<file path="src/rtl/lzw_pkg.sv">
// Shared types and constants, including the hash multiplier, for the LZW encoder.
package lzw_pkg;

	localparam int CodeCount   = 65536;
	localparam int BucketCount = 4096;
	localparam int FirstFree   = 256;
	localparam int Mix         = 337;

	typedef struct packed {
		logic [7:0] in_byte;
		logic       end_of_stream;
	} lzw_in_t;

	typedef struct packed {
		logic [15:0] code_out;
		logic        final_code;
	} lzw_out_t;

	// Controller to datapath commands
	typedef struct packed {
		logic take_item;     // latch input word
		logic clr_start;     // begin bucket clearing pass
		logic clr_step;      // clear one bucket
		logic hash_rd;       // read bucket head
		logic chain_rd;      // read entry at current code
		logic chain_next;    // follow link from entry
		logic add_entry;     // write new entry and bucket head
		logic set_hit;       // match becomes found code
		logic set_miss;      // match restarts from byte
		logic set_first;     // first byte of stream
		logic out_miss;      // load miss code into output
		logic out_flush;     // load flush code into output
		logic flush_reset;   // drop match, empty dictionary
	} lzw_cmd_t;

	// Datapath to controller status
	typedef struct packed {
		logic match_valid;
		logic last;
		logic clr_done;
		logic code_valid;    // current chain code is below code count
		logic pair_equal;    // entry matches (prefix, byte)
		logic out_full;      // output register holds a word
	} lzw_sts_t;

endpackage

</file>
<file path="src/rtl/lzw_control.sv">
// Controller state machine of the LZW encoder.
module lzw_control
	import lzw_pkg::*;
(
	input  logic     clk,
	input  logic     arst_n,
	input  logic     in_valid,
	output logic     in_ready,
	input  lzw_sts_t sts,
	output lzw_cmd_t cmd
);

	typedef enum logic [9:0] {
		ST_CLEAR = 10'b0000000001,
		ST_IDLE  = 10'b0000000010,
		ST_HEAD  = 10'b0000000100,
		ST_LOAD  = 10'b0000001000,
		ST_READ  = 10'b0000010000,
		ST_CMP   = 10'b0000100000,
		ST_MISS  = 10'b0001000000,
		ST_LAST  = 10'b0010000000,
		ST_FLUSH = 10'b0100000000,
		ST_HOLD  = 10'b1000000000
	} state_t;

	state_t state_q, state_d;

	assign in_ready = (state_q == ST_IDLE);

	always_comb begin
		state_d = state_q;
		cmd     = '0;
		case (state_q)
			ST_CLEAR: begin
				cmd.clr_step = 1'b1;
				if (sts.clr_done) state_d = ST_IDLE;
			end
			ST_IDLE: begin
				if (in_valid) begin
					cmd.take_item = 1'b1;
					state_d       = ST_HEAD;
				end
			end
			ST_HEAD: begin
				if (!sts.match_valid) begin
					cmd.set_first = 1'b1;
					state_d       = ST_LAST;
				end else begin
					cmd.hash_rd = 1'b1;
					state_d     = ST_LOAD;
				end
			end
			// Load the head or the followed link into the chain code and read its entry
			ST_LOAD: begin
				cmd.chain_rd = 1'b1;
				state_d      = ST_READ;
			end
			ST_READ: begin
				state_d = ST_CMP;
			end
			ST_CMP: begin
				if (!sts.code_valid) begin
					state_d = ST_MISS;
				end else if (sts.pair_equal) begin
					cmd.set_hit = 1'b1;
					state_d     = ST_LAST;
				end else begin
					cmd.chain_next = 1'b1;
					state_d        = ST_LOAD;
				end
			end
			ST_MISS: begin
				if (!sts.out_full) begin
					cmd.add_entry = 1'b1;
					cmd.out_miss  = 1'b1;
					cmd.set_miss  = 1'b1;
					state_d       = ST_LAST;
				end
			end
			ST_LAST: begin
				state_d = sts.last ? ST_FLUSH : ST_IDLE;
			end
			ST_FLUSH: begin
				if (!sts.out_full) begin
					cmd.out_flush   = 1'b1;
					cmd.flush_reset = 1'b1;
					cmd.clr_start   = 1'b1;
					state_d         = ST_HOLD;
				end
			end
			ST_HOLD: begin
				state_d = ST_CLEAR;
			end
			default: state_d = ST_CLEAR;
		endcase
	end

	always_ff @(posedge clk or negedge arst_n) begin
		if (!arst_n) begin
			state_q <= ST_CLEAR;
		end else begin
			state_q <= state_d;
		end
	end

endmodule

</file>
<file path="config.mk">
export PLATFORM = sky130hd
export DESIGN_NAME = lzw_control
export DESIGN_NICKNAME = d
export VERILOG_FILES = /design/src/rtl/lzw_pkg.sv /design/src/rtl/lzw_control.sv
export SDC_FILE = /design/constraint.sdc
export NUM_CORES = 1
export LEC_CHECK = 0
export BUFFER_PORTS_ARGS = -buffer_cell sky130_fd_sc_hd__buf_2
export CAP_MARGIN = 25
export CORE_MARGIN = 3
export CORE_UTILIZATION = 50
export CTS_BUF_LIST = sky130_fd_sc_hd__clkbuf_2
export CTS_CLUSTER_SIZE = 30
export DETAILED_ROUTE_END_ITERATION = 16
export PLACE_DENSITY = 0.91
export SLEW_MARGIN = 0
export SYNTH_ARGS = -nofsm -noshare
export SYNTH_HDL_FRONTEND = slang
export SYNTH_SLANG_ARGS = --single-unit
</file>
<file path="constraint.sdc">
create_clock -name clk -period 3.35 [get_ports clk]
set_input_delay 0.335 -clock clk [delete_from_list [all_inputs] [get_ports clk]]
set_output_delay 0.335 -clock clk [all_outputs]
set_load 0.03 [all_outputs]
</file>
==> flow_summary_export.csv, run 1 <==
group,metric,value,unit
placed_design,place_area,813.3,µm²
finish,largest_register,"state_q",
worst_hold_path,min_path_cells,2,
critical_path,reg2reg_from,"state_q[4]",
critical_path,worstPathArrival,2440,ps
global_route,grt_usage,20.90,%
finish,fin_nets,108,
synth,synth_edf_count,0,
clocking,cts_root_buf,"clkbuf_2",
global_route,grt_pass1_vias,630,
timing,fin_crit,2777,ps
critical_path,rrSetupSlack,1420,ps
critical_path,worstPathMaxFanout,6,
synth,synth_cell_types,38,
global_route,grt_start_max_net_pins,11,
drt,drt_first_pass_iters,4,
worst_hold_path,hold_path_class,"input port to register",
die,design.die.area,1936,µm²
critical_path,cp.required,3010,ps
synth,async_flop_share,100.0,%
synth,ys_warn_count,0,
drt,drt_iter0_drc,24,
timing,drv_slew,0,
timing,skew,7.116,ps
die,die_x,44,µm
synth,syn_area,721.9,µm²
timing,setup_tns,0,ps
synth,synth_ff_type,"dfrtp_1",
placed_design,dp_hpwl,1.324,mm
timing,finalHoldViolCount,0,
finish,syn_to_final_growth,16.64,%
global_route,grt_pass1_wl,2.925,mm
synth,syn_avg_cell_area,9.376,µm²
clocking,clk_latency,270,ps
clocking,numCtsBuffers,3,
outcome,status,"complete, no violations",
synth,syn_nets,86,
clocking,tritoncts,"done",
finish,drive_gt1_share,32.65,%
synth,synthCells,77,
synth,ys_seq_area_share,34.84,%
clocking,htree_levels,1,
drt,wire_per_inst,15.73,µm
drt,ant_nets,0,
drt,via_count,682,
finish,diodes,0,
critical_path,end_kind,"output pin",
worst_hold_path,min-delay-start,"sts[0]",
clocking,clock_sinks,10,
synth,yosysTopAreaCellShare,31.20,%
timing,max_freq,360.1,MHz
die,initial_core_util,54.13,%
clocking,clock_path_buffers,2,
power_and_ir_drop,powerDensity,586.9,nW/µm²
critical_path,critPathKind,"register to output pin",
timing,relSlewSlack,57.44,%
clocking,cts_resized,0,
placed_design,gp_congestion,0.8485,
die,rows,13,
synth,synth_area_leaders,"dfrtp_1 (31%), buf_4 (4.2%), nor2_1 (4.2%)",
finish,largest_register_ffs,10,
critical_path,r2r_end,"state_q[7]",
timing,worst_slew_pin_slew,632.6,ps
timing,fin_crit_sh,82.91,%
synth,yosys.area.top_type,"dfrtp_1",
die,fp.coreArea,1334,µm²
power_and_ir_drop,ir_drop,314.0,µV
die,io_pins,23,
power_and_ir_drop,p_leak,0.0004182,µW
clocking,clk_pin_slew,110,ps
drt,routed_wl,1.778,mm
timing,rsz0062_at_grt,"false",
critical_path,cp-start-kind,"register",
worst_hold_path,holdPathEnd,"state_q[9]",
global_route,grt_remaining_overflow,0,
timing,setup_violations,0,
placed_design,port_buffers,22,
finish,finalInstanceArea,842.1,µm²
drt,drc,0,
critical_path,startpoint,"state_q[4]",
global_route,antenna_found_initial,0,
synth,ys_seq_elements,10,
die,die_h,44,µm
critical_path,worstRegToRegCells,4,
job,drv_cap,0,
drt,viasPerCell,6.035,
finish,top_regs,"state_q: 10 flops",
## worst max path at each step
stage                    to  slack, ps  cells past startpoint
floorplan            cmd[4]        380                      4
CTS                 cmd[11]        590                      4
global placement    cmd[11]        970                      4
detailed placement  cmd[11]        880                      4
finish              cmd[11]        570                      4
global route        cmd[11]        500                      4
## stage by stage
| stage | util, % | setup WS, ps | instances | hold WS [ps] | power, µW |
|---|---|---|---|---|---|
| after global routing | 63.13 | 499.7 | 113 | 283.4 | 524.8 |
| after detailed placement | 60.98 | 882.2 | 108 | 209.2 | 417.5 |
| final | 63.13 | 572.6 | 113 | 281.8 | 494.2 |
| after CTS | 63.13 | 585.0 | 113 | 281.2 | 492.5 |
| after global placement | 60.98 | 973.0 | 108 | 207.5 | 407.7 |
| after floorplan | - | 384.6 | 77 | 39.41 | 357.6 |
## cells in the final DEF, fill, tap and decap left out, drive strengths merged, types with 2 or more instances in the layout
master,instances
and2,2
and4,2
and4b,2
buf,22
clkbuf,3
dfrtp,9
inv,2
nand2b,3
nand3,3
nand4,3
nor2,8
nor2b,3
nor3,2
nor3b,3
nor4,3
nor4b,2
o21ai,4
o22ai,2
xor2,2
## critical path: stages (launching register included)
cell,delay [ps]
dfrtp_1,450
or4_4,570
or4b_4,570
nor4b_2,310
buf_2,260
## report_power, final
part / switching [µW] / total, µW / internal, µW / leakage (µW)
Clock: 49.6 / 75.5 / 25.9 / 0.0000140
Combinational: 150 / 247 / 97.3 / 0.000270
Sequential: 28.7 / 171 / 143 / 0.000135
## cells in the mapped netlist, types with 2 or more instances
| cell | number |
|---|---|
| nor4b_2 | 2 |
| o21ai_0 | 2 |
| nor3b_1 | 3 |
| nand4_1 | 3 |
| nand3_1 | 3 |
| nand2b_1 | 3 |
| and4b_1 | 2 |
| nor4_1 | 2 |
| nor2b_1 | 3 |
| xor2_1 | 2 |
| and2_1 | 2 |
| and4_1 | 2 |
| nor3_1 | 2 |
| clkbuf_1 | 2 |
| inv_1 | 2 |
| dfrtp_1 | 9 |
| nor2_1 | 8 |
| buf_4 | 4 |
| o21ai_1 | 2 |
## area by class of cell
class | count | area, µm²
fill | 132 | 491.7
multi-input combinational | 59 | 425.4
sequential | 10 | 251.5
timing repair buffer | 23 | 120.1
tap | 15 | 18.77
clock buffer | 3 | 15.01
inverter | 2 | 7.507
clock inverter | 1 | 3.754
## what timing repair did
item / in CTS / in global routing
setup endpoints to repair: 0 / 0
hold buffers: 1 / 0
endpoints found under the hold margin: 9 / 0
buffers inserted: 0 / 0
## per-layer routing
metal	part of all wire [%]	global-route usage (%)	vias to the layer above
li1	-	-	334
met1	43	26.60	315
met2	49	33.43	29
met3	7.3	3.320	4
met4	1.2	11.45	0
met5	0	0	-
## kinds of logic after synthesis
group,count (synthesis),share of synthesized area (%)
buffers and inverters,8,6.240
xor gates and xnor gates,3,3.640
AOI/OAI and AO/OA,14,14.21
and+or+nand+nor,42,41.08
DFF,10,34.84
Power figures use the tool's default switching activity.
==> run 2, diff against run 1 <==
--- a/config.mk
+++ b/config.mk
@@ -5,6 +5,7 @@
 export SDC_FILE = /design/constraint.sdc
 export NUM_CORES = 1
 export LEC_CHECK = 0
+export ABC_AREA = 1
 export BUFFER_PORTS_ARGS = -buffer_cell sky130_fd_sc_hd__buf_2
 export CAP_MARGIN = 25
 export CORE_MARGIN = 3
@@ -12,7 +13,7 @@
 export CTS_BUF_LIST = sky130_fd_sc_hd__clkbuf_2
 export CTS_CLUSTER_SIZE = 30
 export DETAILED_ROUTE_END_ITERATION = 16
-export PLACE_DENSITY = 0.91
+export PLACE_DENSITY = 0.89
 export SLEW_MARGIN = 0
 export SYNTH_ARGS = -nofsm -noshare
 export SYNTH_HDL_FRONTEND = slang
==> constraint.sdc (replaced) <==
create_clock -name clk -period 2.8 [get_ports clk]
set_input_delay 0.28 -clock clk [delete_from_list [all_inputs] [get_ports clk]]
set_output_delay 0.28 -clock clk [all_outputs]
set_load 0.03 [all_outputs]
==> run 2 against run 1 <==
Against the previous run:
- global-route usage is 0.58 points lower
- non-clock buffer count stayed put
- count of clock-buffer cells in the layout stayed put
- synthesized cell count is 65% higher
- die area is 15% higher
- via count is 23% higher
- critical endpoint is now cmd[12]
- cell count is 47% higher
- sequential share of layout area is 4.2 points lower
- routed wire length is 11% higher
- sequential power is 17% higher
- register-to-register slack worse by 110 ps
- combinational power is 61% higher
- highest routed layer unchanged
==> flow_summary_export.csv, run 2 <==
group,metric,value,unit
outcome,status,"complete, no violations",
synth,synth_common_cells,"nor2_1 (24), nand2_1 (22), inv_1 (20), dfrtp_1 (9), nor2_2 (9)",
global_route,grt_usage,20.32,%
power_and_ir_drop,ir_drop,450.5,µV
critical_path,worstPathMaxFanout,7,
timing,fin_crit_sh,72.58,%
critical_path,worstPathArrival,1750,ps
finish,largest_register,"state_q",
clocking,clock_path_buffers,2,
global_route,grt_remaining_overflow,0,
die,design.die.area,2235,µm²
synth,ys_warn_count,0,
drt,drt_first_pass_iters,4,
synth,ys_seq_area_share,29.52,%
finish,syn_to_final_growth,15.12,%
finish,diodes,0,
finish,layout_commonest_cell,"nor2_1",
drt,wire_per_inst,11.93,µm
power_and_ir_drop,powerDensity,692.6,nW/µm²
synth,yosys.area.top_type,"dfrtp_1",
clocking,cts_resized,0,
timing,max_freq,492.1,MHz
synth,synth_cell_types,22,
timing,fin_crit,2032,ps
placed_design,gp_congestion,0.9434,
finish,drive_gt1_share,36.00,%
timing,rsz0062_at_grt,"false",
synth,syn_area,852.1,µm²
finish,fin_nets,160,
timing,relSlewSlack,81.53,%
global_route,grt_start_max_net_pins,11,
timing,drv_slew,0,
clocking,htree_levels,1,
die,die_h,47.28,µm
critical_path,reg2reg_from,"state_q[9]",
clocking,tritoncts,"done",
die,io_pins,23,
power_and_ir_drop,p_clk_share,12.1,%
worst_hold_path,min-delay-start,"in_valid",
synth,synthCells,127,
power_and_ir_drop,power_frac_comb,58.4,%
critical_path,startpoint,"state_q[9]",
placed_design,dp_hpwl,1.594,mm
synth,syn_nets,136,
drt,drt_iter0_drc,26,
drt,viasPerCell,5.054,
synth,syn_avg_cell_area,6.709,µm²
synth,synth_most_common_cell,"nor2_1",
global_route,grt_pass1_vias,732,
synth,synth_area_leaders,"dfrtp_1 (26%), nor2_1 (11%), nand2_1 (9.7%)",
power_and_ir_drop,switchingPower,351.2,µW
clocking,clock_sinks,10,
clocking,numCtsBuffers,3,
die,die_x,47.28,µm
power_and_ir_drop,intPower,328.1,µW
die,initial_core_util,54.65,%
worst_hold_path,hold_path_class,"input port to register",
synth,synth_ff_type,"dfrtp_1",
global_route,grt_pass1_wl,3.201,mm
clocking,clk_latency,260,ps
power_and_ir_drop,p_leak,0.0005448,µW
timing,hold-worst-slack,195.0,ps
critical_path,cpMaxStageDelayCell,"dfrtp_1",
die,rows,14,
timing,setup_tns,0,ps
timing,worst_slew_pin_slew,274.9,ps
critical_path,cp.required,2520,ps
synth,yosysTopAreaCellShare,26.43,%
clocking,cts_root_buf,"clkbuf_2",
critical_path,cp-start-kind,"register",
power_and_ir_drop,pwr-share-seq,29.5,%
finish,top_regs,"state_q: 10 flops",
power_and_ir_drop,sw_frac_of_total,51.70,%
drt,drc,0,
synth,async_flop_share,100.0,%
global_route,antenna_found_initial,0,
synth,ys_seq_elements,10,
drt,routed_wl,1.980,mm
die,fp.coreArea,1559,µm²
timing,finalHoldViolCount,0,
finish,final_cell_mix,"nor2_1 (24), nand2_1 (22), buf_2 (22), inv_1 (20)",
critical_path,critPathKind,"register to output pin",
critical_path,cp_cell_sequence,"nor2_4 > nand2_4 > nor3_2 > inv_1 > nor2_1 > buf_2",
drt,via_count,839,
critical_path,end_kind,"output pin",
job,drv_cap,0,
clocking,clk_pin_slew,110,ps
synth,synth_edf_count,0,
drt,ant_nets,0,
finish,largest_register_ffs,10,
timing,skew,10.70,ps
timing,setup_violations,0,
placed_design,port_buffers,22,
critical_path,cpPeakStageDelay,440,ps
-- run 2: cell count changes after synthesis, sizes merged, moves of 5 or more --
cell	delta
nor2	+29
nand2	+28
inv	+21
nand3	+5
-- run 2: critical path, delay by kind of cell, from the launching register on --
kind	cells	cell delay, ps
buf+inv	2	330
flops	1	440
simple gates	4	720
-- run 2: power by group through the flow --
stage                     Sequential (µW)  Clock (µW)  Combinational (µW)
after detailed placement              201           0                 391
after global routing                  204        91.6                 437
final                                 200        82.0                 397
after CTS                             199        85.5                 395
after floorplan                       197           0                 309
after global placement                200           0                 382
-- run 2: cell families (layout without fill, tap and decap cells) --
kind of cell	after synthesis	after routing	share of synthesized area [%]
buffers and inverters	27	50	13.66
AOI/OAI and AO/OA	7	7	5.874
and+or+nand+nor	83	83	50.95
DFF	10	10	29.52
-- run 2: metrics by stage --
step | worst slack (ps) | power, µW | std cells | cell area, µm² | utilization (%)
floorplan | 690.5 | 506.0 | 127 | 852.1 | -
global placement | 1134 | 582.3 | 161 | 952.2 | 61.08
detailed placement | 1072 | 592.4 | 161 | 952.2 | 61.08
CTS | 760.1 | 680.0 | 166 | 980.9 | 62.92
global route | 650.1 | 733.1 | 166 | 980.9 | 62.92
finish | 767.8 | 679.4 | 166 | 980.9 | 62.92
-- run 2: what timing repair did --
item | in CTS | in global routing
hold buffers | 1 | 0
hold endpoints to repair | 9 | 0
buffers inserted | 0 | 0
-- run 2: final timing paths --
check	end	slack, ps	cells past startpoint
worst min register to register	state_q[0]	530	2
min in group asynchronous	state_q[9]	420	2
worst max-delay path	cmd[12]	770	6
max in group asynchronous	state_q[0]	2120	2
worst max register to register	state_q[1]	1310	7
worst min-delay path	state_q[1]	200	2
-- run 2: final cells by class --
cell class	count	area, µm²
fillers	147	578.1
clock inverters	1	3.754
multi-input cells	90	484.2
clock buffers	3	15.01
repair buffers	23	120.1
inverters	23	86.33
flip-flops and latches	10	251.5
well taps	16	20.02
-- run 2: layer usage --
layer  global-route usage, %  vias up  share of wire, %
li1                        -      433                 -
met1                   28.54      367                46
met2                   32.09       33                48
met3                   2.299        6               5.1
met4                   6.630        0               1.3
met5                       0        -                 0
==> run 3, diff against run 2 <==
==> constraint.sdc (replaced) <==
create_clock -name clk -period 2 [get_ports clk]
set_input_delay 0.2 -clock clk [delete_from_list [all_inputs] [get_ports clk]]
set_output_delay 0.2 -clock clk [all_outputs]
set_load 0.03 [all_outputs]
==> run 3 against run 2 <==
Against the previous run:
- register-to-register slack got worse by 740 ps
- cell area increased by 3.2%
- cell count increased by 0.60%
- sequential share of layout area decreased by 0.79 points
- largest cell class unchanged
- largest power group unchanged
- highest routed layer unchanged
- flip-flop and latch count unchanged
- combinational power increased by 42%
- clock skew decreased by 1.8 ps
- critical path depth unchanged
- critical endpoint is now cmd[6]
==> flow_summary_export.csv, run 3 (synthesis gave the netlist of run 2 again) <==
group,metric,value,unit
placed_design,dp_hpwl,1.606,mm
drt,ant_nets,0,
critical_path,reg2reg_from,"state_q[4]",
global_route,use_met1,24.71,%
global_route,grt_remaining_overflow,0,
critical_path,rrSetupSlack,570,ps
critical_path,r2r_end,"state_q[1]",
timing,drv_slew,0,
finish,final-instance-count-excl-fill,167,
timing,worst_slew_pin_slew,262.3,ps
power_and_ir_drop,powerDensity,967.3,nW/µm²
critical_path,end_kind,"output pin",
clocking,clk_latency,270,ps
global_route,antenna_found_initial,0,
critical_path,worstPathMaxFanout,9,
worst_hold_path,holdPathEnd,"state_q[1]",
drt,drt_iter0_drc,31,
clocking,clk_pin_slew,110,ps
die,fp.coreArea,1559,µm²
global_route,use_met3,1.149,%
timing,setup_violations,0,
global_route,grt_pass1_vias,748,
worst_hold_path,min-delay-start,"in_valid",
drt,drt_first_pass_iters,4,
timing,max_freq,535.6,MHz
global_route,grt_pass1_wl,3.029,mm
timing,rsz0062_at_grt,"false",
die,die_x,47.28,µm
placed_design,port_buffers,22,
timing,fin_crit_sh,93.35,%
finish,layout_commonest_cell,"nor2_1",
clocking,tritoncts,"done",
finish,syn_to_final_growth,18.80,%
placed_design,placedCellCount,161,
critical_path,cp.required,1800,ps
clocking,cts_root_buf,"clkbuf_2",
global_route,grt_usage,19.18,%
critical_path,worstRegToRegCells,8,
global_route,grt_busiest_layer,"met2",
finish,drive_gt1_share,38.41,%
power_and_ir_drop,p_leak,0.0005588,µW
timing,relSlewSlack,82.51,%
die,design.die.area,2235,µm²
drt,viasPerCell,5.138,
finish,largest_register_ffs,10,
worst_hold_path,min_path_cells,2,
power_and_ir_drop,ir_drop,770.5,µV
global_route,grt_start_max_net_pins,11,
die,die_h,47.28,µm
critical_path,critPathKind,"register to output pin",
die,io_pins,23,
clocking,clock_path_buffers,2,
finish,diodes,0,
critical_path,cp-start-kind,"register",
outcome,status,"complete, no violations",
timing,skew,8.861,ps
finish,fin_nets,161,
drt,via_count,858,
critical_path,worstPathArrival,1670,ps
finish,final_cell_mix,"nor2_1 (23), nand2_1 (22), buf_2 (22), inv_1 (20), dfrtp_1 (9)",
global_route,grt_use_met2,32.35,%
drt,drc,0,
timing,finalHoldViolCount,0,
timing,setup_tns,0,ps
die,rows,14,
placed_design,gp_congestion,0.9122,
clocking,clock_sinks,10,
job,drv_cap,0,
timing,fin_crit,1867,ps
finish,largest_register,"state_q",
worst_hold_path,hold_path_class,"input port to register",
drt,routed_wl,1.947,mm
clocking,numCtsBuffers,3,
die,initial_core_util,54.65,%
drt,wire_per_inst,11.66,µm
clocking,htree_levels,1,
finish,top_regs,"state_q: 10 flops",
## run 3: through the flow
stage | setup slack (ps) | total power [µW] | cell area (µm²) | hold slack [ps] | utilization [%]
after global placement | 416.7 | 819.8 | 959.7 | 74.87 | 61.56
after CTS | 74.24 | 959.0 | 989.7 | 107.9 | 63.48
after floorplan | 115.9 | 712.0 | 859.6 | -95.59 | -
final | 132.9 | 979.2 | 1012 | 114.6 | 64.93
after detailed placement | 379.8 | 830.4 | 959.7 | 78.59 | 61.56
after global routing | 4.115 | 1044 | 1012 | 112.6 | 64.93
## run 3: worst max path at each step
stage                     from       to  slack (ps)  cells past startpoint
floorplan           state_q[9]  cmd[12]         120                      5
global placement    state_q[9]  cmd[12]         420                      6
detailed placement  state_q[7]   cmd[3]         380                      6
CTS                 state_q[7]   cmd[3]          70                      6
global route        state_q[7]   cmd[9]           4                      6
finish              state_q[2]   cmd[6]         130                      6
## run 3: timing repair
action                                  CTS  global route
endpoints found under the setup margin    0             5
endpoints found under the hold margin     9             0
resized for setup                         0             3
hold buffers                              1             0
buffers inserted                          0             1
## run 3: worst max-delay path, stage by stage (launching register included)
cell and delay [ps]:
dfrtp_1 480, nor2_4 180, nand2_4 100, nor2_1 140, nand2_1 110, nor2_1 160
buf_2 230
## run 3: power by group
group / internal, µW / switching, µW / leakage [µW]
Clock: 53.0 / 75.0 / 0.0000166
Combinational: 183 / 380 / 0.000408
Sequential: 242 / 46.1 / 0.000134
Total: 478 / 501 / 0.000559
## run 3: area by class of cell
class | instances | area [µm²]
flip-flops and latches | 10 | 251.5
fillers | 142 | 546.8
well taps | 16 | 20.02
repair buffers | 24 | 127.6
inverters | 23 | 86.33
multi-input cells | 90 | 506.7
clock buffers | 4 | 20.02
## run 3: layer usage
metal | vias up | wire length (µm)
met4 | 0 | 38
met1 | 394 | 846
li1 | 436 | -
met5 | - | 0
met3 | 5 | 81
met2 | 23 | 981
